[config.mk]
export PLATFORM = sky130hd
export DESIGN_NAME = wasmxu_div
export DESIGN_NICKNAME = d
export VERILOG_FILES = /design/src/hdl/wasmxu_pkg.sv /design/src/hdl/wasmxu_div.sv
export SDC_FILE = /design/constraint.sdc
export NUM_CORES = 1
export LEC_CHECK = 0
export BUFFER_PORTS_ARGS = -buffer_cell sky130_fd_sc_hd__buf_2
export CAP_MARGIN = 25
export CORE_UTILIZATION = 50
export DETAILED_ROUTE_END_ITERATION = 10
export PLACE_DENSITY = 0.77
export RECOVER_POWER = 50
export SETUP_SLACK_MARGIN = 0.5
export SLEW_MARGIN = 5
export SYNTH_ARGS = -nofsm -noshare
export SYNTH_HDL_FRONTEND = slang
export SYNTH_SLANG_ARGS = --single-unit
[constraint.sdc]
create_clock -name clk -period 2.92 [get_ports clk]
set_input_delay 0.73 -clock clk [delete_from_list [all_inputs] [get_ports clk]]
set_output_delay 0.73 -clock clk [all_outputs]
set_load 0.05 [all_outputs]
[src/hdl/wasmxu_pkg.sv]
// wasmxu_pkg: constants, opcodes, status codes, state and interface types
// shared by the stack execute unit and its divider; no dependencies
`timescale 1ns / 1ps
package wasmxu_pkg;

	localparam int STACK_DEPTH  = 64;
	localparam int SP_W         = $clog2(STACK_DEPTH + 1);
	localparam int SA_W         = $clog2(STACK_DEPTH);
	localparam int NUM_LOCALS   = 16;
	localparam int LV_W         = $clog2(NUM_LOCALS);
	localparam int GLOBAL_COUNT = 16;
	localparam int GV_W         = $clog2(GLOBAL_COUNT);
	localparam int MEM_BYTES    = 65536;
	localparam int MA_W         = $clog2(MEM_BYTES);
	localparam int CFG_W        = 17;

	localparam logic [7:0] OP_TRAP        = 8'h00;
	localparam logic [7:0] OP_NOP         = 8'h01;
	localparam logic [7:0] OP_DROP        = 8'h1A;
	localparam logic [7:0] OP_SEL         = 8'h1B;
	localparam logic [7:0] OP_LGET        = 8'h20;
	localparam logic [7:0] OP_LSET        = 8'h21;
	localparam logic [7:0] OP_LTEE        = 8'h22;
	localparam logic [7:0] OP_GGET        = 8'h23;
	localparam logic [7:0] OP_GSET        = 8'h24;
	localparam logic [7:0] OP_LOAD        = 8'h28;
	localparam logic [7:0] OP_LOAD8_S     = 8'h2C;
	localparam logic [7:0] OP_LOAD8_U     = 8'h2D;
	localparam logic [7:0] OP_LOAD16_S    = 8'h2E;
	localparam logic [7:0] OP_LOAD16_U    = 8'h2F;
	localparam logic [7:0] OP_STORE       = 8'h36;
	localparam logic [7:0] OP_STORE8      = 8'h3A;
	localparam logic [7:0] OP_STORE16     = 8'h3B;
	localparam logic [7:0] OP_CONST       = 8'h41;
	localparam logic [7:0] OP_EQZ         = 8'h45;
	localparam logic [7:0] OP_EQ          = 8'h46;
	localparam logic [7:0] OP_NE          = 8'h47;
	localparam logic [7:0] OP_LT_S        = 8'h48;
	localparam logic [7:0] OP_LT_U        = 8'h49;
	localparam logic [7:0] OP_GT_S        = 8'h4A;
	localparam logic [7:0] OP_GT_U        = 8'h4B;
	localparam logic [7:0] OP_LE_S        = 8'h4C;
	localparam logic [7:0] OP_LE_U        = 8'h4D;
	localparam logic [7:0] OP_GE_S        = 8'h4E;
	localparam logic [7:0] OP_GE_U        = 8'h4F;
	localparam logic [7:0] OP_ADD         = 8'h6A;
	localparam logic [7:0] OP_SUB         = 8'h6B;
	localparam logic [7:0] OP_MUL         = 8'h6C;
	localparam logic [7:0] OP_DIV_S       = 8'h6D;
	localparam logic [7:0] OP_DIV_U       = 8'h6E;
	localparam logic [7:0] OP_REM_S       = 8'h6F;
	localparam logic [7:0] OP_REM_U       = 8'h70;
	localparam logic [7:0] OP_AND         = 8'h71;
	localparam logic [7:0] OP_OR          = 8'h72;
	localparam logic [7:0] OP_XOR         = 8'h73;
	localparam logic [7:0] OP_SHL         = 8'h74;
	localparam logic [7:0] OP_SHR_S       = 8'h75;
	localparam logic [7:0] OP_SHR_U       = 8'h76;

	typedef enum logic [2:0] {
		TRAP_OK          = 3'd0,
		TRAP_UNREACHABLE = 3'd1,
		TRAP_BAD_OP      = 3'd2,
		TRAP_OVERFLOW    = 3'd3,
		TRAP_UNDERFLOW   = 3'd4,
		TRAP_DIV_ZERO    = 3'd5,
		TRAP_OOB         = 3'd6
	} trap_t;

	typedef enum logic [3:0] {
		S_IDLE, S_DEC, S_POP, S_POPW, S_EXEC, S_DIVW, S_PUSH, S_TEER, S_TEEW,
		S_LDR, S_LDW, S_LDX, S_STW, S_TOPR, S_TOPW
	} state_t;

	typedef struct packed {
		logic        start;
		logic [31:0] dividend;
		logic [31:0] divisor;
	} div_req_t;

	typedef struct packed {
		logic        done;
		logic [31:0] quo;
		logic [31:0] rem;
	} div_rsp_t;

endpackage

[src/hdl/wasmxu_div.sv]
// wasmxu_div: 32-bit unsigned restoring divider, one quotient bit per cycle
// depends on wasmxu_pkg for the request and response structs
`timescale 1ns / 1ps
module wasmxu_div (
	input  logic                 clk,
	input  logic                 arst_n,
	input  wasmxu_pkg::div_req_t req,
	output wasmxu_pkg::div_rsp_t rsp
);
	import wasmxu_pkg::*;

	logic        busy_q;
	logic        done_q;
	logic [4:0]  cnt_q;
	logic [31:0] rem_q;
	logic [31:0] quo_q;
	logic [31:0] dvs_q;
	logic [32:0] shift;
	logic [32:0] diff;

	assign shift = {rem_q, quo_q[31]};
	assign diff  = shift - {1'b0, dvs_q};

	always_ff @(posedge clk or negedge arst_n) begin
		if (!arst_n) begin
			busy_q <= 1'b0;
			done_q <= 1'b0;
			cnt_q  <= '0;
			rem_q  <= '0;
			quo_q  <= '0;
			dvs_q  <= '0;
		end else begin
			done_q <= 1'b0;
			if (req.start) begin
				busy_q <= 1'b1;
				cnt_q  <= '0;
				rem_q  <= '0;
				quo_q  <= req.dividend;
				dvs_q  <= req.divisor;
			end else if (busy_q) begin
				if (!diff[32]) begin
					rem_q <= diff[31:0];
					quo_q <= {quo_q[30:0], 1'b1};
				end else begin
					rem_q <= shift[31:0];
					quo_q <= {quo_q[30:0], 1'b0};
				end
				cnt_q <= cnt_q + 5'd1;
				if (cnt_q == 5'd31) begin
					busy_q <= 1'b0;
					done_q <= 1'b1;
				end
			end
		end
	end

	assign rsp.done = done_q;
	assign rsp.quo  = quo_q;
	assign rsp.rem  = rem_q;

endmodule

### Word-level counts from Yosys, hierarchy flattened

Cells that the tools add are included.

* memory bits (read-only): 0
* output and inout port bits: 65
* flip-flop bits (word level): 103
* bits in latches: 0
* input port bits: 67
* bits in writable memories: 0
* memories kept: 0

* $lt $le $gt $ge: 0
* div/mod/pow operators: 0
* reductions and logical operators: 1
* add/sub/neg operators: 2
* equal/unequal tests: 1
* multipliers: 0
* multiplexer cells: 14
* shift-type cells: 0
* bitwise gates (word level): 0

Operators with widths (count)
* 32-bit 2-to-1 mux: 5
* 33-bit by 32-bit subtractor with 33-bit output: 1
* 5-bit 2-to-1 mux: 2
* 1-bit 2-to-1 mux: 7
* 5-bit by 1-bit adder with 5-bit output (second input constant): 1
* 5-bit == test (second input constant): 1
* 2-bit nonzero test: 1

### Logic depth before layout (Yosys ltp)

Gate-level depths: netlist of the first run.

* word-level depth: 4
* depth in mapped cells: 14
* gate-level depth less buffers: 13

### Worst setup path before layout of the first run

OpenSTA, ideal clock, no wires.

* path type: register -> register
* start: reg quo_q[31]
* end: reg rem_q[29]
* required time: 2.821 ns
* arrival: 3.409 ns
* cell stages (with the launch flop): 14
* buffers on the path: 0
* setup slack: -0.588 ns
* path through: dfrtp_1 -> inv_1 -> ha_1 -> inv_1 -> fa_1 -> a211oi_2 -> o21ai_1 -> a21oi_4 -> o211ai_4 -> a2111o_1 -> a21oi_2 -> nor2_1 -> or4_1 -> a311oi_1

* longest elaborated chain between the ends: 4

RTL lines
* from (decl): RTL line wasmxu_div.sv:16 `logic [31:0] quo_q;`
* from (signal assigned): RTL line wasmxu_div.sv:38 `quo_q <= req.dividend;`
* from (signal assigned): RTL line wasmxu_div.sv:43 `quo_q <= {quo_q[30:0], 1'b1};`
* from (signal assigned): RTL line wasmxu_div.sv:46 `quo_q <= {quo_q[30:0], 1'b0};`
* 33-bit by 32-bit subtractor with 33-bit output: RTL line wasmxu_div.sv:22 `assign diff = shift - {1'b0, dvs_q};`
* 32-bit 2-to-1 mux: RTL line wasmxu_div.sv:41 `if (!diff[32]) begin`
* 32-bit 2-to-1 mux: RTL line wasmxu_div.sv:40 `end else if (busy_q) begin`
* 32-bit 2-to-1 mux: RTL line wasmxu_div.sv:34 `if (req.start) begin`
* to (signal assigned): RTL line wasmxu_div.sv:42 `rem_q <= diff[31:0];`
* to (signal assigned): RTL line wasmxu_div.sv:45 `rem_q <= shift[31:0];`
* to (decl): RTL line wasmxu_div.sv:15 `logic [31:0] rem_q;`

No other way between the ends. The select of a mux whose other input is x is not followed.
A chain may end at the register's enable or synchronous reset.

### Final worst setup path of the first run

* start: reg quo_q[31]
* end: reg rem_q[13]

Same word-level chain as after synthesis.

==> results of run 1 <==
==> through the flow <==
step	power, uW	setup WS (ns)
2_1_floorplan	4270	-0.385
3_3_place_gp	5490	-0.274
3_5_place_dp	5550	-0.361
4_1_cts	7130	-0.299
5_1_grt	8090	-0.588
6_report	7650	-0.454
==> worst paths after layout <==
kind,startpoint,end,cells past startpoint
max,quo_q[31],rem_q[13],14
min in group asynchronous,arst_n,quo_q[8],1
min reg2reg,cnt_q[4],cnt_q[4],2
min,cnt_q[4],cnt_q[4],2
max in group asynchronous,arst_n,rem_q[17],2
max reg2reg,quo_q[31],rem_q[13],14
==> area by class of cell <==
cell class,instances,area (um2)
inverters,41,154
clock inverters,6,73.8
clock buffers,10,229
fillers,950,3660
repair buffers,263,1790
well taps,172,215
multi-input cells,558,3910
flip-flops and latches,103,2590
==> cell usage in the layout (no fill, tap or decap), types with 5 or more instances in the layout <==
cell type	n
a211oi_1	8
a21o_1	21
a21oi_1	25
a311oi_1	13
a311oi_2	12
and3_1	5
buf_2	129
buf_4	104
buf_6	20
clkbuf_16	10
dfrtp_1	98
ha_1	33
inv_1	39
mux2i_1	33
nand2_1	118
nand2_2	12
nand2_4	5
nand2b_1	5
nand3_1	9
nand4_1	5
nor2_1	58
o211ai_1	7
o21a_1	5
o21ai_0	76
o21ai_2	6
xnor2_1	17
xor2_1	10
==> power by group through the flow <==
stage	sequential, uW	clock [uW]	combinational (uW)
6_report	1810	1250	4600
5_1_grt	1830	1330	4930
4_1_cts	1800	1270	4070
3_5_place_dp	1820	0	3730
3_3_place_gp	1810	0	3680
2_1_floorplan	2420	0	1840
==> metal layers <==
metal	part of all wire [%]	up-vias	global-route usage [%]	wire length, um
met3	4.8	36	5.60	862
met2	49	183	42.6	8850
li1	-	3095	-	-
met1	43	3038	34.0	7720
met5	0	-	0	0
met4	2.5	0	8.72	456
==> registers in the layout, summed over array words and instances, names as in the netlist <==
register,count
dvs_q,32
rem_q,32
quo_q,32
done_q,1
busy_q,1
cnt_q,5
==> cell families after synthesis <==
family / share of synthesized area, %
buffers and inverters: 5.75
AND/OR/NAND/NOR: 15.5
XOR/XNOR: 3.78
flip-flops: 39.7
AO/OA/AOI/OAI: 23.1
multiplexers: 5.27
adder cells (fa/ha/maj): 6.87
==> critical path, stage by stage, from the launching register on <==
cell      delay [ns]
dfrtp_2         0.41
inv_2           0.07
ha_4            0.13
inv_2           0.04
fa_2            0.38
a211oi_4        0.25
o21ai_2         0.14
a21oi_4         0.20
o211ai_4        0.09
a2111o_1        0.43
a21oi_2         0.22
nor2_4          0.10
buf_6           0.15
or3_1           0.36
a311oi_1        0.29
==> what timing repair did <==
action	4_1_cts	5_1_grt
buffers inserted	13	7
resized for setup	43	58
gates cloned	2	1
endpoints found under the setup margin	33	33
pin swaps	41	33
==> results.json, run 1 <==
{
  "critPathKind": "reg -> reg",
  "finalCritPeriodShare_pct": 116,
  "clk_pin_slew_ns": 0.08,
  "cts_root_buf": "clkbuf_16",
  "grt_max_degree": 65,
  "tritoncts": "built",
  "synth_fp_nets": 856,
  "track_usage_pct": 25.9,
  "antenna_found_initial": 0,
  "dr.pass1.iters": 5,
  "vias": 6352,
  "power_density_nw_per_um2": 854,
  "drt-total-wl_um": 17900,
  "rsz0062_at_grt": "yes",
  "htree_levels": 3,
  "peakVddDrop_mv": 0.586,
  "setup.worst_path.start_class": "flop",
  "drive_above_1_share_pct": 36.1,
  "syn2layout_area_growth_pct": 38.1,
  "final_hold_viol_count": 0,
  "route.detailed.drc": 0,
  "gp_congestion": 0.915,
  "required_ns": 3.18,
  "clkSinkCount": 103,
  "status": "complete, but fails checks",
  "clockPowerShare_pct": 16.3,
  "cp_max_fo": 6,
  "worst_slack_ns": -0.454,
  "worst_skew_pair.late_latency_ns": 0.36,
  "tightest_slew_ns": 1.18,
  "antenna_cells": 0,
  "fp.dieW_um": 116,
  "ant_nets": 0,
  "end_kind": "flop",
  "yosysMostFrequentCell": "nand2_1",
  "grt_pass1_vias": 5933,
  "grt_pass1_wl_um": 27400,
  "io_buffers": 131,
  "skew_ns": 0.0119,
  "power_switching_uw": 3360,
  "dpl_cell_area_um2": 8020,
  "slew_headroom_pct": 21.0,
  "reg2reg_slack_ns": -0.45,
  "holdWs_ns": 0.535,
  "initial_utilization_pct": 51.4,
  "p_sw_share_pct": 43.8,
  "fin_nets": 1078,
  "syn_area_per_cell_um2": 8.60,
  "ys.warnings.count": 0,
  "fin_util_pct": 71.0,
  "synth_area_leaders": "dfrtp_1 40%, nand2_1 7.8%, ha_1 6.6%",
  "ctsHoldBuffers": 0,
  "max-cap-violations": 0,
  "synth_top_area_cell": "dfrtp_1",
  "synth_cell_types": 60,
  "viasPerCell": 5.51,
  "rows": 41,
  "ys_ff_latch": 103,
  "hp-class": "reg -> reg",
  "core_area_um2": 12600,
  "p_leak_uw": 0.00475,
  "postSynthCellCount": 754,
  "async_flop_share_pct": 100,
  "p_seq_share_pct": 23.6,
  "intPower_uw": 4300,
  "numCtsBuffers": 9,
  "synth_commonest_cells": "135 x nand2_1, 103 x dfrtp_1, 82 x o21ai_0",
  "pin_count": 132,
  "synth_area_um2": 6480,
  "drt_iter0_markers": 337,
  "violations": "setup timing",
  "timing.fmax_mhz": 296,
  "setup-violations-final": 32,
  "place_inst": 1114,
  "drv_slew": 0,
  "clk_path_buf_depth": 2,
  "final-instance-count-excl-fill": 1153,
  "die_height_um": 116,
  "yosysSeqAreaShare_pct": 39.7,
  "setup_tns_ns": -9.16,
  "arrival_ns": 3.63,
  "final_area_um2": 8960,
  "synth_top_area_share_pct": 39.7,
  "dieArea_um2": 13400,
  "synthFlopType": "dfrtp_1",
  "grt_overflow_total": 0,
  "wl_per_cell_um": 15.5,
  "hpwl_um": 11900,
  "synth_edf_count": 0,
  "period_minus_slack_ns": 3.37,
  "power_frac_comb_pct": 60.1
}
No activity file was read; power rests on OpenSTA's default activity.
==> inputs of run 2 (changes only) <==
CORE_UTILIZATION = 46   (was 50)
MAX_ROUTING_LAYER = met4   (was unset)
PLACE_DENSITY = 0.71   (was 0.77)
==> results.json, run 2 (synthesized netlist as in run 1, its figures left out) <==
{
  "cpMostUsedCell": "inv_2",
  "ff2ff_path_depth": 14,
  "r2r-end": "rem_q[25]",
  "path_depth": 14,
  "p_sw_share_pct": 43.1,
  "violations": "setup timing",
  "grt_pass1_vias": 5918,
  "ctsHoldBuffers": 0,
  "total_power_uw": 7350,
  "final_hold_viol_count": 0,
  "die_height_um": 121,
  "tightest_slew_ns": 1.21,
  "cp_slowest_cell": "or4b_4",
  "endpoint": "rem_q[25]",
  "htree_levels": 3,
  "antenna_cells": 0,
  "r2r-start": "quo_q[31]",
  "setup.worst_path.start_class": "flop",
  "grt_overflow_total": 0,
  "rows": 43,
  "grt_max_degree": 69,
  "slowest_delay_ns": 0.51,
  "skew_ns": 0.0136,
  "max-cap-violations": 0,
  "vias": 6238,
  "numCtsBuffers": 9,
  "final-instance-count-excl-fill": 1167,
  "path_buf_inv": 3,
  "syn2layout_area_growth_pct": 35.5,
  "peakVddDrop_mv": 0.378,
  "p_leak_uw": 0.00470,
  "final_cell_mix": "129 x nand2_1, 129 x buf_2, 122 x buf_4, 98 x dfrtp_1, 81 x o21ai_0",
  "dieArea_um2": 14600,
  "period_minus_slack_ns": 3.31,
  "ant_nets": 0,
  "power_switching_uw": 3160,
  "place_inst": 1137,
  "power_frac_comb_pct": 57.8,
  "worst_slack_ns": -0.387,
  "slew_headroom_pct": 19.1,
  "cpLargestDelayFamily": "compound AO/OA/AOI/OAI gates",
  "reg2reg_slack_ns": -0.39,
  "hp-class": "reg -> reg",
  "top_regs": "dvs_q (32), quo_q (32), rem_q (32)",
  "drv_slew": 0,
  "clockPowerShare_pct": 17.8,
  "core_area_um2": 13800,
  "critPathLaunch": "quo_q[31]",
  "fp.dieW_um": 121,
  "io_buffers": 131,
  "clk_pin_slew_ns": 0.08,
  "viasPerCell": 5.35,
  "setup-violations-final": 32,
  "track_usage_pct": 24.2,
  "cts_root_buf": "clkbuf_16",
  "p_seq_share_pct": 24.4,
  "intPower_uw": 4180,
  "drive_above_1_share_pct": 33.7,
  "timing.fmax_mhz": 302,
  "wl_per_cell_um": 14.4,
  "power_density_nw_per_um2": 836,
  "rsz0062_at_grt": "yes",
  "antenna_found_initial": 0,
  "end_kind": "flop",
  "route.detailed.drc": 0,
  "critPathKind": "reg -> reg",
  "initial_utilization_pct": 46.9,
  "status": "complete, but fails checks",
  "worst_skew_pair.late_latency_ns": 0.36,
  "arrival_ns": 3.56,
  "grt_pass1_wl_um": 27600,
  "clk_path_buf_depth": 2,
  "crit_chain": "inv_2 -> ha_4 -> inv_2 -> fa_2 -> a211oi_2 -> o21ai_2 -> a21oi_4 -> o211ai_4 -> a2111o_1 -> a21oi_2 -> nor2_2 -> buf_6 -> or4b_4 -> a311oi_2",
  "pin_count": 132,
  "hpwl_um": 12200,
  "dr.pass1.iters": 5,
  "tritoncts": "built",
  "cp_max_fo": 5,
  "finalCritPeriodShare_pct": 113,
  "gp_congestion": 0.909,
  "clkSinkCount": 103,
  "fin_nets": 1084,
  "fill_cells": 1183,
  "drt_iter0_markers": 386,
  "setup_tns_ns": -7.22,
  "required_ns": 3.18,
  "drt-total-wl_um": 16800
}
## run 2: worst min-delay path by stage
stage                 to  slack (ns)  depth (start not counted)  startpoint
6_report       dvs_q[13]        0.54                          2   dvs_q[13]
3_3_place_gp   dvs_q[31]        0.51                          2   dvs_q[31]
3_5_place_dp    cnt_q[3]        0.53                          2    cnt_q[3]
2_1_floorplan     busy_q        0.43                          0      arst_n
5_1_grt         quo_q[0]        0.56                          2     req[32]
4_1_cts         quo_q[2]        0.38                          1      arst_n
## run 2: layout make-up
cell class,instances,area (um2),area share [%]
multi-input combinational,558,3700,42.1
sequential,103,2590,29.4
timing repair buffer,269,1800,20.5
clock buffer,9,225,2.56
tap,180,225,2.56
inverter,41,154,1.75
clock inverter,7,97.6,1.11
## run 2: what timing repair did
item	in CTS	in global routing
setup endpoints to repair	33	33
gates resized for setup	19	25
pin swaps	12	24
cloned	1	2
buffers inserted	4	7
## run 2: worst register-to-register path: stages, from the launching register on
cell and delay (ns):
dfrtp_2 0.41, inv_2 0.06, ha_4 0.12, inv_2 0.04
fa_2 0.36, a211oi_2 0.24, o21ai_2 0.11, a21oi_4 0.18
o211ai_4 0.09, a2111o_1 0.41, a21oi_2 0.20, nor2_2 0.07
buf_6 0.14, or4b_4 0.51, a311oi_2 0.27
## run 2: routing by layer
metal / part of all wire (%) / global-route usage [%] / routed length (um)
met4: 2.0 / 7.95 / 327
met3: 4.4 / 4.06 / 735
met1: 47 / 32.0 / 7880
met5: 0 / - / 0
met2: 47 / 37.9 / 7810
## run 2: per-stage QoR
step	setup slack [ns]	cell area, um2	hold WS, ns	utilization (%)
2_1_floorplan	-0.385	6510	0.434	-
3_3_place_gp	-0.355	8140	0.507	58.9
3_5_place_dp	-0.467	8140	0.529	58.9
4_1_cts	-0.356	8590	0.380	62.1
5_1_grt	-0.542	8790	0.560	63.6
6_report	-0.387	8790	0.541	63.6
## run 2: power groups by stage
stage / sequential (uW) / clock [uW] / combinational (uW)
after floorplan: 2420 / 0 / 1840
after global placement: 1800 / 0 / 3780
after detailed placement: 1810 / 0 / 3820
after CTS: 1790 / 1330 / 3990
after global routing: 1820 / 1380 / 4600
final: 1790 / 1310 / 4250
==> inputs of run 3 (changes only) <==
--- a/config.mk
+++ b/config.mk
@@ -9,6 +9,7 @@
 export CAP_MARGIN = 25
-export CORE_UTILIZATION = 46
+export CORE_MARGIN = 4
+export CORE_UTILIZATION = 50
 export DETAILED_ROUTE_END_ITERATION = 10
 export MAX_ROUTING_LAYER = met4
-export PLACE_DENSITY = 0.71
+export PLACE_DENSITY = 0.77
 export RECOVER_POWER = 50
==> constraint.sdc (replaced) <==
create_clock -name clk -period 2.92 [get_ports clk]
set_input_delay 0.584 -clock clk [delete_from_list [all_inputs] [get_ports clk]]
set_output_delay 0.584 -clock clk [all_outputs]
set_load 0.05 [all_outputs]
==> results.json, run 3 (synthesized netlist as in run 1, its figures left out) <==
{
  "worstHoldPathCells": 3,
  "finalCritPeriodShare_pct": 118,
  "tightest_slew_ns": 2.25,
  "holdWs_ns": 0.422,
  "viasPerCell": 5.46,
  "power_frac_comb_pct": 59.8,
  "wl_per_cell_um": 15.4,
  "dr.pass1.iters": 5,
  "rsz0062_at_grt": "yes",
  "cp_slowest_cell": "or4_1",
  "critPathKind": "reg -> reg",
  "ant_nets": 0,
  "clkSinkCount": 103,
  "arrival_ns": 3.70,
  "numCtsBuffers": 9,
  "fin_nets": 1088,
  "power_density_nw_per_um2": 841,
  "top_regs": "dvs_q (32), quo_q (32), rem_q (32)",
  "peakVddDrop_mv": 0.535,
  "end_kind": "flop",
  "status": "complete, but fails checks",
  "dieArea_um2": 14900,
  "endpoint": "rem_q[29]",
  "critPathLaunch": "quo_q[31]",
  "crit_chain": "inv_2 -> ha_4 -> inv_2 -> fa_2 -> a211oi_4 -> o21ai_2 -> a21oi_4 -> o211ai_4 -> a2111o_1 -> a21oi_2 -> nor2_2 -> buf_6 -> or4_1 -> a311oi_2",
  "ff2ff_path_depth": 14,
  "clk_path_buf_depth": 2,
  "fill_cells": 990,
  "max-cap-violations": 1,
  "hp-class": "in -> reg",
  "slowest_delay_ns": 0.51,
  "drv_slew": 44,
  "required_ns": 3.18,
  "power_switching_uw": 3290,
  "slew_headroom_pct": -50.1,
  "setup-violations-final": 32,
  "grt_pass1_vias": 6032,
  "initial_utilization_pct": 51.2,
  "timing.fmax_mhz": 291,
  "tritoncts": "built",
  "r2r-start": "quo_q[31]",
  "drt-total-wl_um": 17900,
  "htree_levels": 3,
  "antenna_found_initial": 0,
  "route.detailed.drc": 0,
  "rows": 41,
  "violations": "capacitance limit, slew limit, setup timing",
  "ctsHoldBuffers": 0,
  "multi_input_area_um2": 3820,
  "fin_util_pct": 70.2,
  "intPower_uw": 4190,
  "drt_iter0_markers": 465,
  "hpwl_um": 12300,
  "skew_ns": 0.00751,
  "final_hold_viol_count": 0,
  "pin_count": 132,
  "cpMostUsedCell": "inv_2",
  "grt_overflow_total": 0,
  "r2r-end": "rem_q[29]",
  "grt_max_degree": 66,
  "worst_skew_pair.late_latency_ns": 0.36,
  "final_common_cell": "buf_2",
  "p_seq_share_pct": 23.9,
  "setup_tns_ns": -12.01,
  "gp_congestion": 0.942,
  "die_height_um": 122,
  "seqCellArea_um2": 2590,
  "p_leak_uw": 0.00473,
  "vias": 6346,
  "final_cell_mix": "129 x buf_2, 124 x buf_4, 117 x nand2_1, 98 x dfrtp_1, 81 x o21ai_0",
  "syn2layout_area_growth_pct": 37.1,
  "grt_pass1_wl_um": 29000,
  "drive_above_1_share_pct": 35.8,
  "core_area_um2": 12700,
  "io_buffers": 131,
  "clockPowerShare_pct": 16.2,
  "setup.worst_path.start_class": "flop",
  "track_usage_pct": 24.9,
  "worst_slack_ns": -0.517,
  "fp.dieW_um": 122,
  "cp_max_fo": 5,
  "reg2reg_slack_ns": -0.52,
  "clk_pin_slew_ns": 0.08,
  "antenna_cells": 0,
  "cts_root_buf": "clkbuf_16",
  "period_minus_slack_ns": 3.44,
  "p_sw_share_pct": 43.9
}
## run 3: power by group through the flow
stage | logic (uW) | clock network, uW | registers, uW
2_1_floorplan | 1840 | 0 | 2420
3_3_place_gp | 3750 | 0 | 1800
3_5_place_dp | 3790 | 0 | 1810
4_1_cts | 4180 | 1230 | 1790
5_1_grt | 4820 | 1280 | 1810
6_report | 4480 | 1220 | 1790
## run 3: worst min-delay path by stage
| stage | start | to |
|---|---|---|
| final | req[37] | quo_q[5] |
| after global routing | req[12] | dvs_q[12] |
| after CTS | arst_n | quo_q[5] |
| after detailed placement | cnt_q[3] | cnt_q[3] |
| after global placement | cnt_q[4] | cnt_q[4] |
| after floorplan | arst_n | busy_q |
## run 3: final cells by class
| type | instances | share of cell area, % |
|---|---|---|
| multi-input combinational | 558 | 43.0 |
| timing repair buffer | 273 | 20.5 |
| inverter | 41 | 1.73 |
| sequential | 103 | 29.1 |
| tap | 172 | 2.42 |
| clock buffer | 10 | 2.69 |
| clock inverter | 6 | 0.633 |
## run 3: metal layers
metal / GRT usage [%] / share of wire (%)
met4: 10.2 / 2.8
met2: 38.1 / 47
met3: 3.85 / 4.7
met5: - / 0
met1: 33.3 / 45
## run 3: worst max-delay path, delay by kind of cell (launching register included)
kind	cells	cell delay (ns)
fa+ha+maj	2	0.51
flops	1	0.42
buf+inv	3	0.24
compound gates	7	1.57
simple gates	2	0.59
## run 3: metrics by stage
| step | setup slack, ns | cells | power, uW | cell area [um2] |
|---|---|---|---|---|
| 2_1_floorplan | -0.385 | 754 | 4270 | 6510 |
| 3_3_place_gp | -0.350 | 1124 | 5550 | 8090 |
| 3_5_place_dp | -0.435 | 1124 | 5600 | 8090 |
| 4_1_cts | -0.342 | 1157 | 7200 | 8710 |
| 5_1_grt | -0.630 | 1163 | 7910 | 8890 |
| 6_report | -0.517 | 1163 | 7480 | 8890 |
## run 3: timing repair
action / in CTS / in global routing
gates resized for setup: 47 / 31
buffers inserted: 15 / 6
setup endpoints to repair: 33 / 33
pin swaps: 38 / 23
gates cloned: 2 / 0
